File: config.mk
export PLATFORM = sky130hd
export DESIGN_NAME = utf8_to_utf16_stream_decoder_flat
export DESIGN_NICKNAME = d
export VERILOG_FILES = /design/src/hdl/u8u16_pkg.sv /design/src/hdl/u8u16_if.sv /design/src/hdl/u8u16_decode.sv /design/src/hdl/u8u16_queue.sv /design/src/hdl/utf8_to_utf16_stream_decoder.sv /design/src/flat_wrapper.sv
export SDC_FILE = /design/constraint.sdc
export NUM_CORES = 1
export LEC_CHECK = 0
export BUFFER_PORTS_ARGS = -buffer_cell sky130_fd_sc_hd__buf_2
export CAP_MARGIN = 20
export CORE_ASPECT_RATIO = 1.2
export CORE_MARGIN = 3
export CORE_UTILIZATION = 61
export CTS_CLUSTER_SIZE = 20
export DETAILED_ROUTE_END_ITERATION = 8
export PLACE_DENSITY = 0.81
export SYNTH_ARGS = -nofsm -noshare
export SYNTH_HDL_FRONTEND = slang
export SYNTH_HIERARCHICAL = 1
export SYNTH_SLANG_ARGS = --single-unit
File: constraint.sdc
create_clock -name clk -period 3.6 [get_ports clk]
set_clock_uncertainty 0.1 [all_clocks]
set_input_delay 0.36 -clock clk [delete_from_list [all_inputs] [get_ports clk]]
set_output_delay 0.36 -clock clk [all_outputs]
set_load 0.02 [all_outputs]
File: src/hdl/u8u16_pkg.sv
// Package for the UTF-8 to UTF-16 stream decoder.
// Types, byte constants and held-state codes; no dependencies.
package u8u16_pkg;

	localparam int BYTE_W   = 8;
	localparam int UNIT_W   = 16;
	localparam int MAX_RES  = 3;
	localparam int RES_CNT_W = 2;

	localparam logic [BYTE_W-1:0] BYTE_NUL    = 8'h00;
	localparam logic [BYTE_W-1:0] LEAD_MIN    = 8'hc2;
	localparam logic [BYTE_W-1:0] LEAD2_MAX   = 8'hdf;
	localparam logic [BYTE_W-1:0] LEAD_MAX    = 8'hef;
	localparam logic [BYTE_W-1:0] CONT_MIN    = 8'h80;
	localparam logic [BYTE_W-1:0] CONT_MAX    = 8'hbf;

	localparam logic [1:0] HELD_NONE = 2'd0;
	localparam logic [1:0] HELD_ONE  = 2'd1;
	localparam logic [1:0] HELD_TWO  = 2'd2;

	typedef struct packed {
		logic [1:0]        count;
		logic [BYTE_W-1:0] lead;
		logic [BYTE_W-1:0] cont;
	} hold_t;

	typedef struct packed {
		logic [UNIT_W-1:0] code_unit;
		logic              run_last;
		logic              string_end;
	} result_t;

	typedef struct packed {
		result_t [MAX_RES-1:0]  res;
		logic [RES_CNT_W-1:0]   n;
		hold_t                  nxt;
	} dec_t;

endpackage

File: src/hdl/u8u16_if.sv
// Handshake channels for the UTF-8 to UTF-16 stream decoder.
// Depends on u8u16_pkg.
interface u8u16_byte_if;
	import u8u16_pkg::*;
	logic              valid;
	logic              ready;
	logic [BYTE_W-1:0] in_byte;
	modport source (output valid, in_byte, input ready);
	modport sink (input valid, in_byte, output ready);
endinterface

interface u8u16_unit_if;
	import u8u16_pkg::*;
	logic              valid;
	logic              ready;
	logic [UNIT_W-1:0] code_unit;
	logic              run_last;
	logic              string_end;
	modport source (output valid, code_unit, run_last, string_end, input ready);
	modport sink (input valid, code_unit, run_last, string_end, output ready);
endinterface

File: src/hdl/u8u16_decode.sv
// Combinational decode of one byte against the held sequence state.
// Produces up to three results and the next held state. Depends on u8u16_pkg.
module u8u16_decode (
	input  u8u16_pkg::hold_t            held,
	input  logic [u8u16_pkg::BYTE_W-1:0] in_byte,
	output u8u16_pkg::dec_t             dec
);
	import u8u16_pkg::*;

	logic                 is_cont;
	logic                 fresh;
	logic [RES_CNT_W-1:0] n;
	logic [UNIT_W-1:0]    units [MAX_RES];
	logic [MAX_RES-1:0]   ends;
	hold_t                nxt;

	assign is_cont = in_byte inside {[CONT_MIN:CONT_MAX]};

	always_comb begin
		n     = '0;
		fresh = 1'b1;
		ends  = '0;
		nxt   = held;
		nxt.count = HELD_NONE;
		for (int i = 0; i < MAX_RES; i++) begin
			units[i] = '0;
		end
		case (held.count)
			HELD_ONE: begin
				if (is_cont) begin
					fresh = 1'b0;
					if (held.lead <= LEAD2_MAX) begin
						units[0] = {4'h0, held.lead[5:0], in_byte[5:0]};
						n        = 2'd1;
					end else begin
						nxt.cont  = in_byte;
						nxt.count = HELD_TWO;
					end
				end else begin
					units[0] = {8'h00, held.lead};
					n        = 2'd1;
				end
			end
			HELD_TWO: begin
				if (is_cont) begin
					fresh    = 1'b0;
					units[0] = {held.lead[3:0], held.cont[5:0], in_byte[5:0]};
					n        = 2'd1;
				end else begin
					units[0] = {8'h00, held.lead};
					units[1] = {8'h00, held.cont};
					n        = 2'd2;
				end
			end
			default: begin
			end
		endcase
		if (fresh) begin
			if (in_byte == BYTE_NUL) begin
				units[n] = '0;
				ends[n]  = 1'b1;
				n        = n + 2'd1;
			end else if (in_byte inside {[LEAD_MIN:LEAD_MAX]}) begin
				nxt.lead  = in_byte;
				nxt.count = HELD_ONE;
			end else begin
				units[n] = {8'h00, in_byte};
				n        = n + 2'd1;
			end
		end
	end

	always_comb begin
		for (int i = 0; i < MAX_RES; i++) begin
			dec.res[i].code_unit  = units[i];
			dec.res[i].string_end = ends[i];
			dec.res[i].run_last   = (n != '0) && (RES_CNT_W'(i) == n - 2'd1);
		end
		dec.n   = n;
		dec.nxt = nxt;
	end

endmodule

File: src/hdl/u8u16_queue.sv
// Result register holding up to three pending results, shifted out one per cycle while out_ready is high.
// Depends on u8u16_pkg.
module u8u16_queue (
	input  logic                clk,
	input  logic                arst_n,
	input  logic                load,
	input  u8u16_pkg::dec_t     dec,
	input  logic                out_ready,
	output logic                out_valid,
	output u8u16_pkg::result_t  head,
	output logic                can_load
);
	import u8u16_pkg::*;

	result_t              slots_q [MAX_RES];
	logic [RES_CNT_W-1:0] cnt_q;
	logic                 pop;

	assign out_valid = cnt_q != '0;
	assign pop       = out_valid && out_ready;
	assign can_load  = (cnt_q == '0) || ((cnt_q == 2'd1) && out_ready);
	assign head      = slots_q[0];

	always_ff @(posedge clk or negedge arst_n) begin
		if (!arst_n) begin
			cnt_q <= '0;
		end else if (load) begin
			cnt_q <= dec.n;
		end else if (pop) begin
			cnt_q <= cnt_q - 2'd1;
		end
	end

	always_ff @(posedge clk) begin
		if (load) begin
			for (int i = 0; i < MAX_RES; i++) begin
				slots_q[i] <= dec.res[i];
			end
		end else if (pop) begin
			for (int i = 0; i < MAX_RES - 1; i++) begin
				slots_q[i] <= slots_q[i+1];
			end
		end
	end

endmodule

File: src/hdl/utf8_to_utf16_stream_decoder.sv
// UTF-8 to UTF-16 stream decoder, top level. Takes one byte per transaction and
// gives 16-bit code units. Depends on u8u16_pkg, u8u16_if, u8u16_decode, u8u16_queue.
// A byte is decoded in the cycle it is accepted and its results (zero to three) sit in
// a three-entry result register from the next cycle on, one leaving per cycle while
// the receiver is ready. A byte is accepted every cycle while each gives at most one
// result and the receiver is ready; a byte with more holds the input while the result
// register drains. The first result is offered in the next cycle. No clearing pass.
module utf8_to_utf16_stream_decoder (
	input  logic                clk,
	input  logic                arst_n,
	u8u16_byte_if.sink          bytes_ch,
	u8u16_unit_if.source        units_ch
);
	import u8u16_pkg::*;

	hold_t   held_q;
	dec_t    dec;
	result_t head;
	logic    can_load;
	logic    accept;

	assign bytes_ch.ready = can_load;
	assign accept         = bytes_ch.valid && can_load;

	u8u16_decode u_decode (
		.held    (held_q),
		.in_byte (bytes_ch.in_byte),
		.dec     (dec)
	);

	u8u16_queue u_queue (
		.clk       (clk),
		.arst_n    (arst_n),
		.load      (accept),
		.dec       (dec),
		.out_ready (units_ch.ready),
		.out_valid (units_ch.valid),
		.head      (head),
		.can_load  (can_load)
	);

	assign units_ch.code_unit  = head.code_unit;
	assign units_ch.run_last   = head.run_last;
	assign units_ch.string_end = head.string_end;

	always_ff @(posedge clk or negedge arst_n) begin
		if (!arst_n) begin
			held_q <= '0;
		end else if (accept) begin
			held_q <= dec.nxt;
		end
	end

endmodule

File: src/flat_wrapper.sv
// flat-port wrapper written by rule: the top's interface ports become plain ports
module utf8_to_utf16_stream_decoder_flat import u8u16_pkg::*;
  (clk, arst_n, bytes_ch_valid, bytes_ch_in_byte, bytes_ch_ready, units_ch_valid, units_ch_code_unit, units_ch_run_last, units_ch_string_end, units_ch_ready);
  u8u16_byte_if bytes_ch_i ();
  u8u16_unit_if units_ch_i ();
  input  logic clk;
  input  logic arst_n;
  input wire logic [$bits(bytes_ch_i.valid)-1:0] bytes_ch_valid;
  input wire logic [$bits(bytes_ch_i.in_byte)-1:0] bytes_ch_in_byte;
  output wire logic [$bits(bytes_ch_i.ready)-1:0] bytes_ch_ready;
  output wire logic [$bits(units_ch_i.valid)-1:0] units_ch_valid;
  output wire logic [$bits(units_ch_i.code_unit)-1:0] units_ch_code_unit;
  output wire logic [$bits(units_ch_i.run_last)-1:0] units_ch_run_last;
  output wire logic [$bits(units_ch_i.string_end)-1:0] units_ch_string_end;
  input wire logic [$bits(units_ch_i.ready)-1:0] units_ch_ready;
  assign bytes_ch_i.valid = bytes_ch_valid;
  assign bytes_ch_i.in_byte = bytes_ch_in_byte;
  assign bytes_ch_ready = bytes_ch_i.ready;
  assign units_ch_valid = units_ch_i.valid;
  assign units_ch_code_unit = units_ch_i.code_unit;
  assign units_ch_run_last = units_ch_i.run_last;
  assign units_ch_string_end = units_ch_i.string_end;
  assign units_ch_i.ready = units_ch_ready;
  utf8_to_utf16_stream_decoder u_core (.clk(clk), .arst_n(arst_n), .bytes_ch(bytes_ch_i), .units_ch(units_ch_i));
endmodule
Word level (Yosys, flattened, before mapping)
Memories as Yosys holds them, arrays and structs flattened.
Index checks and enable logic that the tools add are counted.
- output and inout bits: 20
- memories kept: 1
- register bits after elaboration: 20
- bits in read-only memories: 0
- bits in writable memories: 54
- bits in latches: 0
- input bits: 12
- reduce and logical (&&, ||, !) cells: 20
- divide/modulo/power cells: 0
- mux-type cells: 40
- shift operators: 0
- order comparisons: 9
- bitwise gates (word level): 7
- multipliers: 0
- equality and inequality tests: 5
- add/subtract/negate cells: 3
- memories (name ; words ; bits a word ; read ports ; clocked after Yosys merged registers in ; write ports ; line ; source):
    u_core.u_queue.slots_q ; 3 ; 18 ; 3 ; 0 ; 3 ; u8u16_queue.sv:15 ; result_t slots_q [MAX_RES];
- operator list (kind ; count):
    $mux 48 ; 3
    $and 48x48->48 ; 1
    $bwmux 48 ; 1
    $not 48->48 ; 1
    $mux 18 ; 2
    $demux 16 s2 ; 1
    $mux 16 ; 2
    $pmux 16 s2 ; 1
    $mux 10 ; 3
    $le 8x8->1 const B ; 3
    $mux 12 ; 2
    $mux 2 ; 10
    $ge 8x8->1 const B ; 2
    $mux 8 ; 2
    $logic_and 1x1->1 ; 10
    $mux 1 ; 9
    $logic_not 8->1 ; 1
    $reduce_and 4->1 ; 2
    $mux 3 ; 2
    $reduce_bool 2->1 ; 3
    $eq 2x1->1 const B ; 2
    $logic_not 2->1 ; 2
    $pmux 2 s2 ; 1
    $sub 2x1->2 const B ; 2
    other kinds (14) ; 16

Longest topological paths before layout
- word-level depth: 14
- gate-level depth with buffers: 11

Hierarchy
The synthesis kept the hierarchy.
- modules (own cells, without submodules) (module ; area each (um2) ; times used ; cells an instance):
    u8u16_queue ; 2514.9 ; 1 ; 131
    u8u16_decode ; 1194.9 ; 1 ; 176
    utf8_to_utf16_stream_decoder ; 721.9 ; 1 ; 39

Worst setup path before layout
OpenSTA, ideal clock, no wires.
- path kind: reg2reg
- start: register u_core.u_queue.cnt_q[0]
- end: memory u_core/u_queue/slots_q[0][0] in the netlist's numbering (enable)
- arrival time: 2.459 ns
- path buffers: 1
- library setup time: 0.377 ns
- data required time: 3.123 ns
- path slack: 0.664 ns
- clock period less this slack: 2.936 ns
- cell stages (with the launch flop): 9
- cell sequence: dfrtp_1 -> inv_1 -> ha_1 -> inv_1 -> nand2_1 -> nand2_4 -> buf_12 -> inv_1 -> or2_2
- RTL lines (element ; line ; source):
    from (decl) ; u8u16_queue.sv:16 ; logic [RES_CNT_W-1:0] cnt_q;
    from (signal assigned) ; u8u16_queue.sv:28 ; cnt_q <= dec.n;
    from (signal assigned) ; u8u16_queue.sv:30 ; cnt_q <= cnt_q - 2'd1;
    to (decl) ; u8u16_queue.sv:15 ;

==> out/metrics.yaml <==
core-area_um2: 6940
swShare: 0.343
postCtsSetupBuffers: 0
area_growth_syn_to_layout_pct: 3.95
total_power_mw: 3.38
gr-usage-all-layers: 0.217
p_int_mw: 2.22
fmax_mhz: 319
grt_pass1_vias: 2648
endpoint_kind: "flip-flop"
synthCells: 346
fin_tns_setup_ns: 0
hold_viol: 0
relSlewSlack: 0.362
finalWirelength_um: 8500
dr_total_vias: 2607
grt_first_pass_wirelength_um: 13900
holdBufCountCts: 1
dp_slack_ns: 0.531
critPathKind: "flip-flop to flip-flop"
worst_slack_ns: 0.465
dieWidth_um: 83.8
clockBufferDepth: 2
synth_area_um2: 4430
cts.sinks: 74
ys_types: 54
numCtsBuffers: 9
portBuffers: 31
die_area_um2: 8330
synth-seq-cells: 74
antenna_left: 0
drive_above_1_share: 0.356
combinationalPowerShare: 0.370
worstPathMaxFanout: 11
insertion_delay_ns: 0.34
setup_viol: 0
synth-seq-area-share: 0.479
pwr-share-seq: 0.443
synth_top_area_frac: 0.366
grt_max_degree: 37
synth_flop_cell: "edfxtp_1"
clock_tree.htree_level_count: 3
gr-usage-met3: 0.0389
drtIter0Drc: 217
ys_warn_count: 6
cts_resized: 0
die_h_um: 99.4
ir_drop_uv: 387
power_switching_mw: 1.16
cp.arrival_ns: 3.13
clkPwrFrac: 0.187
antenna_cells: 0
synth_most_common_cell: "edfxtp_1"
grt_antenna_before_repair: 0
drv_cap: 0
use_met1: 0.288
worstPathRequired_ns: 3.60
io_pins: 32
cts_tree: "done"
period_minus_slack_ns: 3.14
syn_avg_cell_area_um2: 12.8
overflow: 0
synth_top_area_cell: "edfxtp_1"
drcViolationCount: 0
post-route-period-util: 0.871
first_pass_iters: 4
leakage_nw: 2.01
start_kind: "flip-flop"
rsz0062_at_grt: "false"
layout.nets: 379
wl_per_cell_um: 18.8
hpwl_um: 5930
hold_path_class: "input port to flip-flop"
fin_worst_hold_slack_ns: 0.318
grt-busiest-layer: "met2"
maxSlewViolCount: 0
synth_edf_count: 54
async_reset_ff_frac: 0.270
cts.clk_slew.worst_paths_ns: 0.07
synthTopCellsByCount: "edfxtp_1, mux2_4, buf_4, mux2_2, nand2_1"
place_congestion: 0.870
via_per_inst: 5.77
root_buffer: "clkbuf_8"
powerDensity_nw_per_um2: 734
status: "finished clean"
nFillCells: 536
synth_area_leaders: "edfxtp_1, mux2_4, dfrtp_1, mux2_2, buf_4"
floorplan.initialDensity: 0.639
worst_pin_slew_ns: 0.948
rows: 33
grt_use_met2: 0.346
power groups by stage:
stage,combinational (mW),sequential (mW),clock [mW]
final,1.25,1.50,0.631
after global routing,1.35,1.53,0.680
after CTS,1.26,1.50,0.644
after detailed placement,1.25,1.52,0
after global placement,1.21,1.49,0
after floorplan,1.17,1.44,0
layout make-up:
type | count | area [um2] | share of cell area
clock buffer | 10 | 128 | 0.0277
clock inverter | 6 | 67.6 | 0.0147
inverter | 13 | 48.8 | 0.0106
multi-input combinational | 225 | 1920 | 0.416
sequential | 74 | 2120 | 0.461
tap | 87 | 109 | 0.0236
timing repair buffer | 37 | 215 | 0.0467
placed cells by master (no fill, tap or decap), types with 4 or more instances in the layout:
cell / n
edfxtp_1: 54
buf_2: 31
mux2_4: 39
inv_1: 12
nor2b_1: 4
buf_4: 4
ha_1: 7
a2bb2oi_1: 5
clkbuf_8: 9
dfrtp_1: 20
o22a_1: 6
a21oi_1: 4
nand2_1: 25
mux2_2: 28
nor2_1: 22
and3_1: 8
and2_1: 11
conb_1: 16
nand2b_1: 5
a22oi_1: 4
stage by stage:
step                instances  utilization  instance area (um2)
floorplan                 361            -                 4490
global placement          435        0.635                 4400
detailed placement        435        0.635                 4400
CTS                       452        0.664                 4610
global route              452        0.664                 4610
finish                    452        0.664                 4610
sequential cells by signal, indices dropped and copies added (netlist names):
| name | flops |
|---|---|
| u_core/held_q | 18 |
| u_core/u_queue/cnt_q | 2 |
| u_core/u_queue/slots_q | 54 |
final timing paths:
check / start / end / slack (ns) / cells after the start
worst max-delay path: u_core/held_q[16]$_DFFE_PN0P_ / u_core/u_queue/slots_q[0][8]$_DFFE_PP_ / 0.46 / 10
max in group asynchronous: arst_n / u_core/u_queue/cnt_q[0]$_DFFE_PN0P_ / 2.70 / 2
worst min register to register: u_core/held_q[16]$_DFFE_PN0P_ / u_core/held_q[16]$_DFFE_PN0P_ / 0.45 / 1
min in group asynchronous: arst_n / u_core/held_q[7]$_DFFE_PN0P_ / 0.39 / 2
worst min-delay path: units_ch_ready / u_core/u_queue/cnt_q[0]$_DFFE_PN0P_ / 0.32 / 3
worst max register to register: u_core/held_q[16]$_DFFE_PN0P_ / u_core/u_queue/slots_q[0][8]$_DFFE_PP_ / 0.46 / 10
critical path, stage by stage, from the launching register on:
cell and delay [ns]:
dfrtp_1 0.39, inv_1 0.06, ha_1 0.39, nor2b_1 0.42, nand2_1 0.09, and2_1 0.18, ha_1 0.29, nand2_4 0.10
and3b_1 0.27, o31a_1 0.33, mux2_4 0.27
logic make-up after synthesis:
family,count (synthesis),share of synthesized area
buffers and inverters,62,0.103
adders and majority gates,7,0.0198
muxes,70,0.210
AOI/OAI and AO/OA,38,0.0697
DFF,74,0.479
other,1,0.000846
and+or+nand+nor,94,0.118
metal layers:
| layer | up-vias | wire, um |
|---|---|---|
| met5 | - | 0 |
| met4 | 0 | 162 |
| met3 | 18 | 526 |
| met2 | 100 | 4180 |
| met1 | 1263 | 3630 |
| li1 | 1226 | - |
Note: power is estimated with default switching activity, not from simulation.
